$ cat src/sv/abu_pkg.sv
// Package for the block audio unfilter: predictor mode codes, block
// layout constants and the shared sample-history type. No dependencies.
package abu_pkg;

    // Predictor mode codes carried by the first byte of each block
    localparam logic [2:0] MODE_ZERO   = 3'd0;
    localparam logic [2:0] MODE_LAST   = 3'd1;
    localparam logic [2:0] MODE_HALF   = 3'd2;
    localparam logic [2:0] MODE_LINEAR = 3'd3;
    localparam logic [2:0] MODE_QUAD   = 3'd4;

    // Block layout: mode byte, seeds, then residuals
    localparam int BLOCK_SAMPLES_DEF = 256;
    localparam int SEED_COUNT        = 3;

    // Last three decoded samples (c newest, a oldest)
    typedef struct packed {
        logic [7:0] oldest;
        logic [7:0] middle;
        logic [7:0] newest;
    } t_hist;

endpackage

$ cat src/sv/audio_block_unfilter_top.sv
// Top level of the block audio unfilter: input register, decode state,
// result register. Depends on abu_pkg and abu_predict.
//
// Usage:
//   Input channel (i_in_valid / o_in_ready) carries one byte of the filtered
//   stream per beat, with i_stream_start marking the first byte of a stream.
//   Each block is one mode byte, three seed bytes and BLOCK_SAMPLES-3
//   residual bytes. Every byte except the mode byte yields one result beat
//   on the output channel (o_out_valid / i_out_ready) carrying the sample,
//   a flag on the block's last sample and the running residual sum.
//   Path: an accepted byte is held in the input register, then its result
//   in the result register (registered input, then registered result).
//   Throughput: one byte per cycle, sustained while the receiver takes
//   results; the decode state updates with the result register.
//   Receiver stall: the result register holds its beat; one more byte may
//   sit in the input register, after which o_in_ready drops until the
//   result is taken.
//   Reset: both registers empty, decode position at the mode byte, mode,
//   sample history and residual sum cleared.
module audio_block_unfilter_top #(
    parameter int BLOCK_SAMPLES = abu_pkg::BLOCK_SAMPLES_DEF
) (
    input  logic        i_clk,
    input  logic        i_rst_n,
    input  logic        i_in_valid,
    output logic        o_in_ready,
    input  logic [7:0]  i_in_byte,
    input  logic        i_stream_start,
    output logic        o_out_valid,
    input  logic        i_out_ready,
    output logic [7:0]  o_sample,
    output logic        o_block_last,
    output logic [31:0] o_residual_sum
);
    import abu_pkg::*;

    localparam int PW = $clog2(BLOCK_SAMPLES + 1);

    // Input register
    logic        r_in_valid, n_in_valid;
    logic [7:0]  r_byte;
    logic        r_start;

    // Decode state
    logic [PW-1:0] r_pos, n_pos;
    logic [2:0]    r_mode, n_mode;
    t_hist         r_hist, n_hist;
    logic [31:0]   r_total, n_total;

    // Result register
    logic        r_out_valid, n_out_valid;
    logic [7:0]  r_sample, n_sample;
    logic        r_last, n_last;

    logic          fire;
    logic [PW-1:0] pos_eff;
    logic [31:0]   total_eff;
    logic [32:0]   total_sum;
    logic [7:0]    pred_sample;
    logic [7:0]    dec_sample;
    logic          is_mode, is_seed;

    // Stage advances when the result register can take a beat
    assign fire       = r_in_valid && (!r_out_valid || i_out_ready);
    assign o_in_ready = !r_in_valid || fire;
    assign n_in_valid = o_in_ready ? i_in_valid : r_in_valid;

    abu_predict u_predict (
        .i_mode     (r_mode),
        .i_hist     (r_hist),
        .i_residual (r_byte),
        .o_sample   (pred_sample)
    );

    // Decode: stream start clears position and sum before the byte is used
    always_comb begin
        pos_eff    = r_start ? '0 : r_pos;
        total_eff  = r_start ? 32'd0 : r_total;
        is_mode    = (pos_eff == '0);
        is_seed    = (pos_eff <= PW'(SEED_COUNT));
        total_sum  = {1'b0, total_eff} + {25'd0, r_byte};
        dec_sample = is_seed ? r_byte : pred_sample;

        n_pos       = r_pos;
        n_mode      = r_mode;
        n_hist      = r_hist;
        n_total     = r_total;
        n_sample    = r_sample;
        n_last      = r_last;
        n_out_valid = r_out_valid && !i_out_ready;

        if (fire) begin
            n_total = total_eff;
            if (is_mode) begin
                n_mode = (r_byte <= {5'd0, MODE_QUAD}) ? r_byte[2:0] : MODE_ZERO;
                n_pos  = PW'(1);
            end else begin
                if (!is_seed) begin
                    n_total = total_sum[32] ? 32'hFFFF_FFFF : total_sum[31:0];
                end
                n_hist.oldest = r_hist.middle;
                n_hist.middle = r_hist.newest;
                n_hist.newest = dec_sample;
                n_sample      = dec_sample;
                n_out_valid   = 1'b1;
                n_last        = (pos_eff >= PW'(BLOCK_SAMPLES));
                n_pos         = n_last ? '0 : pos_eff + PW'(1);
            end
        end
    end

    // Control state
    always_ff @(posedge i_clk) begin
        if (!i_rst_n) begin
            r_in_valid  <= 1'b0;
            r_out_valid <= 1'b0;
            r_pos       <= '0;
            r_mode      <= MODE_ZERO;
            r_hist      <= '0;
            r_total     <= 32'd0;
        end else begin
            r_in_valid  <= n_in_valid;
            r_out_valid <= n_out_valid;
            r_pos       <= n_pos;
            r_mode      <= n_mode;
            r_hist      <= n_hist;
            r_total     <= n_total;
        end
    end

    // Payload registers
    always_ff @(posedge i_clk) begin
        if (o_in_ready) begin
            r_byte  <= i_in_byte;
            r_start <= i_stream_start;
        end
        r_sample <= n_sample;
        r_last   <= n_last;
    end

    assign o_out_valid    = r_out_valid;
    assign o_sample       = r_sample;
    assign o_block_last   = r_last;
    assign o_residual_sum = r_total;

endmodule

$ cat src/sv/abu_predict.sv
// Prediction and residual reconstruction for one residual byte.
// Depends on abu_pkg (mode codes, t_hist).
module abu_predict (
    input  logic [2:0]     i_mode,
    input  abu_pkg::t_hist i_hist,
    input  logic [7:0]     i_residual,
    output logic [7:0]     o_sample
);
    import abu_pkg::*;

    logic signed [11:0] a, b, c;
    logic signed [11:0] raw;
    logic signed [11:0] half;
    logic [7:0]         pred;
    logic [7:0]         mag;
    logic [15:0]        square;

    // Raw prediction, wide enough for 3c-3b+a
    always_comb begin
        a    = {4'd0, i_hist.oldest};
        b    = {4'd0, i_hist.middle};
        c    = {4'd0, i_hist.newest};
        half = 12'sd3 * c - b;
        case (i_mode)
            MODE_LAST:   raw = c;
            MODE_HALF:   raw = half[11] ? 12'sd0 : (half >>> 1);
            MODE_LINEAR: raw = 12'sd2 * c - b;
            MODE_QUAD:   raw = 12'sd3 * c - 12'sd3 * b + a;
            default:     raw = 12'sd0;
        endcase
    end

    // Clamp to 0..255
    always_comb begin
        if (raw[11]) begin
            pred = 8'd0;
        end else if (raw > 12'sd255) begin
            pred = 8'd255;
        end else begin
            pred = raw[7:0];
        end
    end

    // Signed residual adds or subtracts its square, modulo 256
    always_comb begin
        mag      = i_residual[7] ? (8'd0 - i_residual) : i_residual;
        square   = mag * mag;
        o_sample = i_residual[7] ? (pred - square[7:0]) : (pred + square[7:0]);
    end

endmodule

$ cat config.mk
export PLATFORM = sky130hd
export DESIGN_NAME = audio_block_unfilter_top
export DESIGN_NICKNAME = d
export VERILOG_FILES = /design/src/sv/abu_pkg.sv /design/src/sv/audio_block_unfilter_top.sv /design/src/sv/abu_predict.sv
export SDC_FILE = /design/constraint.sdc
export NUM_CORES = 1
export LEC_CHECK = 0
export BUFFER_PORTS_ARGS = -buffer_cell sky130_fd_sc_hd__buf_2
export CAP_MARGIN = 20
export CORE_AREA = 3 3 169 130
export CTS_BUF_LIST = sky130_fd_sc_hd__clkbuf_2
export DETAILED_ROUTE_END_ITERATION = 10
export DIE_AREA = 0 0 172 133
export SLEW_MARGIN = 20
export SYNTH_ARGS = -nofsm -noshare
export SYNTH_HDL_FRONTEND = slang
export SYNTH_HIERARCHICAL = 1
export SYNTH_SLANG_ARGS = --single-unit
$ cat constraint.sdc
create_clock -name i_clk -period 8.4 [get_ports i_clk]
set_clock_uncertainty 0.1 [all_clocks]
set_input_delay 1.68 -clock i_clk [delete_from_list [all_inputs] [get_ports i_clk]]
set_output_delay 1.68 -clock i_clk [all_outputs]
set_load 0.02 [all_outputs]
==> impl_results.md, run 1 <==
* Clk Latency, worst-skew pair at 0.64 ns
* Largest family of logic cells by synthesized area: compound AO/OA/AOI/OAI gates
* Area Growth Syn to Fin at 7.935%
* Fillers at approximately 2100
* Floorplan core area at around 20000 sq um
* Leak at 3.509 nW
* Multi-input logic area at 5703 sq um
* Clock Sinks at 88
* Max-Cap Viols at 0
* Int Pwr at 0.7063 mW
* Status: complete, no violations
* Crit end category: register
* Logic pwr share at between 30% and 40%
* GRT overflow at 0
* Syn. warnings at 6
* Post-synth EDFFs at 18
* Final setup viols at 0
* Slowest stage cell, crit path: fa_1
* Number of port buffers at 55
* Antenna violations before repair at 1
* Max Buffers Root-to-Sink at 2
* Period utilization at between 80% and 90%
* Routed WL at roughly 22000 um
* Max Clock Freq at 140.8 MHz
* Gr usage total at between 10% and 20%
* Sequential share of power at 41.5%
* Mux cell area share after synthesis at ~2.2%
* Nets@finish at 1155
* Routed wire per std cell at 16.98 um
* CP dominant cell by count: a21oi_1
* Synth Flop Type: dfxtp_1
* Worst path required time at 8.75 ns
* Clock slew at reported path FFs at 0.25 ns
* CTS tree: done
* Mean Syn Cell Area at 8.041 sq um
* Pwr Density at 123.3 nW/um^2
* Synth Area in Adders at roughly 17%
* Overall power at 1.076 mW
* CTS buffer count at 9
* Hold slack at 0.3854 ns
* FP Rows at 45
* First-pass GRT wire length at between 30000 and 40000 um
* Avg Vias per Cell at ~5.7
* Simple-Gate Fraction of Synth Area at 22.06%
* Synth Net Count at around 1100
* Switching portion of total power at around 34%
* Fin crit period at 7.101 ns
* Syn Inst Count at between 1000 and 1500
* CP max stage delay at 0.49 ns
* Largest net degree at the start of global routing at 44
* Setup slack, reg-to-reg at roughly 1.3 ns
* Synth Area in Compound Gates at 23.34%
* Worst r2r dst: r_hist[7]$_SDFFE_PN0P_
* Netlist cell types at 93
* Post-synthesis sequential area ratio at between 20% and 30%
* Mapped cell area at just over 8000 sq um
* Vias in the first global route at 6853
* Share of cells above drive strength 1 at 10.75%
* Post-route ant nets at 0
* Final hold violation count at 0
* Clock root buffer: clkbuf_2
* Max FO, Critical Path at 8
* Count of pins over their slew limit at 0
* GP Congestion at 0.8681
* Maximum VDD drop at 0.06587 mV
* Setup CP Type: register to register
* Placed inst area at 8596 sq um
* Dpl ws at 1.437 ns
* Asr flop ratio synth at 0%
* Arrival time worst endpoint at 7.45 ns
* Hold buffer count at cts at 0
* CP Launch Point: r_hist[1]$_SDFFE_PN0P_
* Starting Density at 39.91%
* Worst R2R Path Depth at 33
* FF/Latch Area at 1942 sq um
* DIE WIDTH at 172 um
* Worst Max-Slew Pin Slew at 0.9349 ns
* Clk pwr share at 23.8%
* RR Startpoint: r_hist[1]$_SDFFE_PN0P_
* Psw at 0.3698 mW
* Most frequent cell after synthesis: a21oi_1
* Post-cts resize count at 0
* RSZ-0062 raised after global routing: false
* Synth Area in XOR/XNOR at 5.847%
* Headroom to the max-slew limit at 37.44%
* Area contributors post-synth: dfxtp_1 17%, ha_1 12%, edfxtp_1 6.7%, a21oi_1 5.8%, fa_1 5.2%
* # H-tree levels at 3
* Yosys top cell area share at 17.32%
* Startpoint types: register
* Post-CTS setup buffer count at 0
* Vias at 7476
* Crit path capture: r_hist[7]$_SDFFE_PN0P_
* Die height at 133 um
* Fin area at 8731 sq um
* Final HPWL DP at 16810 um
* Hold/Removal Path Class: register to register
* Ports at 56
* Setup TNS at 0 ns
* DRC violations left at 0
* Fin worst setup slack at between 1 and 1.5 ns
* Synth top cells by count: 94 x a21oi_1, 90 x nor2_1, 88 x nand2_1
* Die Area at 22880 sq um
* Drt pass-1 iters at 5
* Synth Register Bits at 88
* Yosys top cell by area: dfxtp_1
* Initial drt markers at between 600 and 700
[flip-flops by register name, summed over array words and instances, names as in the netlist]
signal	flops
o_out_valid	1
r_in_valid	1
r_byte	8
o_residual_sum	32
r_mode	3
r_pos	9
o_block_last	1
r_start	1
r_hist	24
o_sample	8
[placed cells by master, fill, tap and decap left out, types with 15 or more instances in the layout]
| cell type | count |
|---|---|
| fa_1 | 21 |
| edfxtp_1 | 18 |
| or3_1 | 15 |
| nor2_1 | 90 |
| a21oi_1 | 94 |
| o21ai_0 | 44 |
| nor3_1 | 28 |
| buf_2 | 55 |
| nand3_1 | 27 |
| xnor2_1 | 40 |
| dfxtp_1 | 70 |
| inv_1 | 81 |
| ha_1 | 75 |
| a21o_1 | 16 |
| nand2_1 | 88 |
| nor2b_1 | 25 |
[metrics by stage]
step | util, % | cells
after floorplan | - | 1006
after global placement | 42.41 | 1293
after detailed placement | 42.41 | 1293
after CTS | 43.06 | 1309
after global routing | 43.07 | 1310
final | 43.07 | 1310
[cells by family (layout without fill, tap and decap cells)]
logic type | Yosys count | after routing
AO/OA/AOI/OAI | 285 | 285
XOR/XNOR | 54 | 54
adder cells (fa/ha/maj) | 97 | 97
buffers and inverters | 114 | 159
flip-flops | 88 | 88
multiplexers | 17 | 17
other | 2 | 3
AND/OR/NAND/NOR | 349 | 349
[worst min path at each step]
stage | from | depth (start not counted) | to | slack [ns]
3_3_place_gp | r_hist[20]$_SDFFE_PN0P_ | 2 | r_hist[20]$_SDFFE_PN0P_ | 0.35
4_1_cts | r_hist[16]$_SDFFE_PN0P_ | 2 | r_hist[16]$_SDFFE_PN0P_ | 0.39
6_report | r_hist[20]$_SDFFE_PN0P_ | 2 | r_hist[20]$_SDFFE_PN0P_ | 0.39
3_5_place_dp | r_hist[16]$_SDFFE_PN0P_ | 2 | r_hist[16]$_SDFFE_PN0P_ | 0.36
5_1_grt | r_hist[18]$_SDFFE_PN0P_ | 2 | r_hist[18]$_SDFFE_PN0P_ | 0.41
2_1_floorplan | r_pos[1]$_SDFFE_PN0P_ | 2 | r_pos[1]$_SDFFE_PN0P_ | 0.34
[critical path: cells and delay by family, from the launching register on]
family,cells,cell delay [ns]
simple gates,9,1.37
compound gates,10,1.69
mux,2,0.40
flops,1,0.44
xor+xnor,4,0.61
fa+ha+maj,6,2.19
buf+inv,2,0.13
[layer usage]
metal,global-route usage (%),part of all wire (%),vias up
met3,4.002,6.3,25
met5,0,0,-
met1,31.02,53,3479
li1,-,-,3711
met2,27.10,40,261
met4,4.122,1.2,0
[power groups by stage]
stage                     clock [mW]  sequential (mW)  combinational, mW
final                          0.256            0.446              0.374
after global routing           0.280            0.448              0.426
after CTS                      0.267            0.446              0.375
after detailed placement           0            0.454              0.372
after global placement             0            0.454              0.368
after floorplan                    0            0.450              0.306
[layout make-up]
class,instances,share of cell area (%)
timing repair buffer,61,3.669
clock inverter,6,0.9458
antenna,1,0.02866
sequential,88,22.24
tap,258,3.697
clock buffer,10,0.5732
multi-input combinational,804,65.32
inverter,82,3.525
Power figures use the tool's default switching activity.
==> run 2, diff against run 1 <==
==> constraint.sdc (replaced) <==
create_clock -name i_clk -period 7 [get_ports i_clk]
set_clock_uncertainty 0.1 [all_clocks]
set_input_delay 1.4 -clock i_clk [delete_from_list [all_inputs] [get_ports i_clk]]
set_output_delay 1.4 -clock i_clk [all_outputs]
set_load 0.02 [all_outputs]
==> impl_results.md, run 2 (synthesis gave the netlist of run 1 again) <==
* Status: complete, no violations
* Worst path required time at 7.40 ns
* Post-route ant nets at 0
* Hold slack at 0.3632 ns
* Fin crit period at roughly 6.6 ns
* Max Buffers Root-to-Sink at 2
* Critical path buffers and inverters at 1
* Startpoint types: register
* Most common cell after layout, fill and taps aside: a21oi_1
* Worst Max-Slew Pin Slew at 0.9231 ns
* Maximum VDD drop at 0.07565 mV
* Overall power at 1.244 mW
* Clock root buffer: clkbuf_2
* Most frequent cells in the layout: 93 x a21oi_1, 89 x nor2_1, 88 x nand2_1, 81 x inv_1, 74 x ha_1
* Share of cells above drive strength 1 at about an eighth
* Setup CP Type: register to register
* Switching portion of total power at 37.33%
* Vias in the first global route at 6916
* Number of port buffers at between 50 and 60
* CTS tree: done
* Routed WL at 22900 um
* Avg Vias per Cell at 5.682
* Non-Filler Instances at 1319
* RSZ-0062 raised after global routing: true
* Max-Cap Viols at 0
* Largest net degree at the start of global routing at 44
* Hold/Removal Path Class: register to register
* Floorplan core area at 20270 sq um
* CP dominant cell by count: a21oi_1
* Placed instance count at roughly 1300
* CTS buffer count at 9
* Count of pins over their slew limit at 0
* Fillers at just over 2000
* Gr usage total at around a fifth
* Clk pwr share at 20.5%
* Largest register FFs at 32
* DRC violations left at 0
* CP delay by family, top: adder cells
* Final hold violation count at 0
* DIE WIDTH at 172 um
* Ports at 56
* Final HPWL DP at roughly 17000 um
* Antenna violations before repair at 0
* Clk Latency, worst-skew pair at 0.63 ns
* Final core occ at 43.43%
* Period utilization at between 90% and 100%
* Logic pwr share at 36.7%
* Final setup viols at 0
* Sequential share of power at between 40% and 50%
* Routed wire per std cell at 17.36 um
* Int Pwr at slightly below 0.8 mW
* CP max stage delay at roughly 0.56 ns
* Psw at 0.4643 mW
* Nets@finish at about 1200
* Slowest stage cell, crit path: fa_2
* Drt pass-1 iters at 5
* Initial drt markers at 582
* Pwr Density at 141.3 nW/um^2
* Clock Sinks at a little under 90
* Die Area at 22880 sq um
* FP Rows at 45
* Starting Density at around two fifths
* Crit end category: register
* Max Clock Freq at 150.7 MHz
* GP Congestion at between 0.8 and 0.9
* Headroom to the max-slew limit at approximately two fifths
* # H-tree levels at 3
* Max FO, Critical Path at 7
* Clock slew at reported path FFs at ~0.30 ns
* Die height at roughly 130 um
* GRT overflow at 0
* Ant diodes at 0
* Vias at 7495
* First-pass GRT wire length at 37160 um
* Area Growth Syn to Fin at 8.832%
* Arrival time worst endpoint at between 7 and 8 ns
* Leak at roughly 3.5 nW
==> run 2: cell types whose count changed in the layout (fill, tap and decap cells not counted), moves of 2 or more <==
cell and delta:
dfxtp_1 -3, o21ai_0 -2, buf_4 +10, inv_6 +2, clkinv_2 +3, dfxtp_4 +2
bufinv_16 -2
==> run 2: per-layer routing <==
metal / part of all wire, % / track usage [%] / vias up
met5: 0 / 0 / -
met4: 0.78 / 3.236 / 0
met3: 6.4 / 4.361 / 17
met2: 40 / 27.61 / 233
met1: 53 / 31.78 / 3530
li1: - / - / 3715
==> run 2: per-stage QoR <==
step / TNS (ns) / setup WS (ns) / area [sq um]
2_1_floorplan: 0 / 0.6890 / 8089
3_3_place_gp: 0 / 0.3081 / 8633
3_5_place_dp: 0 / 0.1605 / 8633
4_1_cts: 0 / 0.1167 / 8723
5_1_grt: -0.02360 / -0.02360 / 8803
6_report: 0 / 0.3624 / 8803
==> run 2: final cells by class <==
type / count / area, sq um / share of cell area [%]
Multi-Input combinational cell: 804 / 5737 / 65.16
Sequential cell: 88 / 1951 / 22.16
Timing Repair Buffer: 71 / 395.4 / 4.491
Tap cell: 258 / 322.8 / 3.667
Inverter: 82 / 307.8 / 3.496
Clock buffer: 9 / 45.04 / 0.5117
Clock inverter: 7 / 45.04 / 0.5117
==> run 2: final timing paths <==
| check | start | slack [ns] | endpoint | depth (start not counted) |
|---|---|---|---|---|
| setup / recovery | r_hist[0]$_SDFFE_PN0P_ | 0.36 | r_hist[7]$_SDFFE_PN0P_ | 31 |
| hold / removal | r_hist[12]$_SDFFE_PN0P_ | 0.36 | r_hist[20]$_SDFFE_PN0P_ | 2 |
| setup reg to reg | r_hist[0]$_SDFFE_PN0P_ | 0.36 | r_hist[7]$_SDFFE_PN0P_ | 31 |
| hold reg to reg | r_hist[12]$_SDFFE_PN0P_ | 0.36 | r_hist[20]$_SDFFE_PN0P_ | 2 |
==> run 2: worst min-delay path: stages (launching register included) <==
cell and delay (ns):
dfxtp_1 0.39, nand2_1 0.07, a21oi_1 0.05
==> run 2: power by group through the flow <==
stage / logic, mW / registers, mW / clock network, mW
floorplan: 0.367 / 0.540 / 0
global placement: 0.446 / 0.542 / 0
detailed placement: 0.451 / 0.542 / 0
CTS: 0.453 / 0.533 / 0.267
global route: 0.514 / 0.533 / 0.283
finish: 0.457 / 0.532 / 0.255
==> run 2: repair_timing <==
action,4_1_cts,5_1_grt
hold buffers,0,0
setup endpoints to repair,0,7
gates resized for setup,0,15
buffers inserted,0,5
endpoints found under the hold margin,0,0
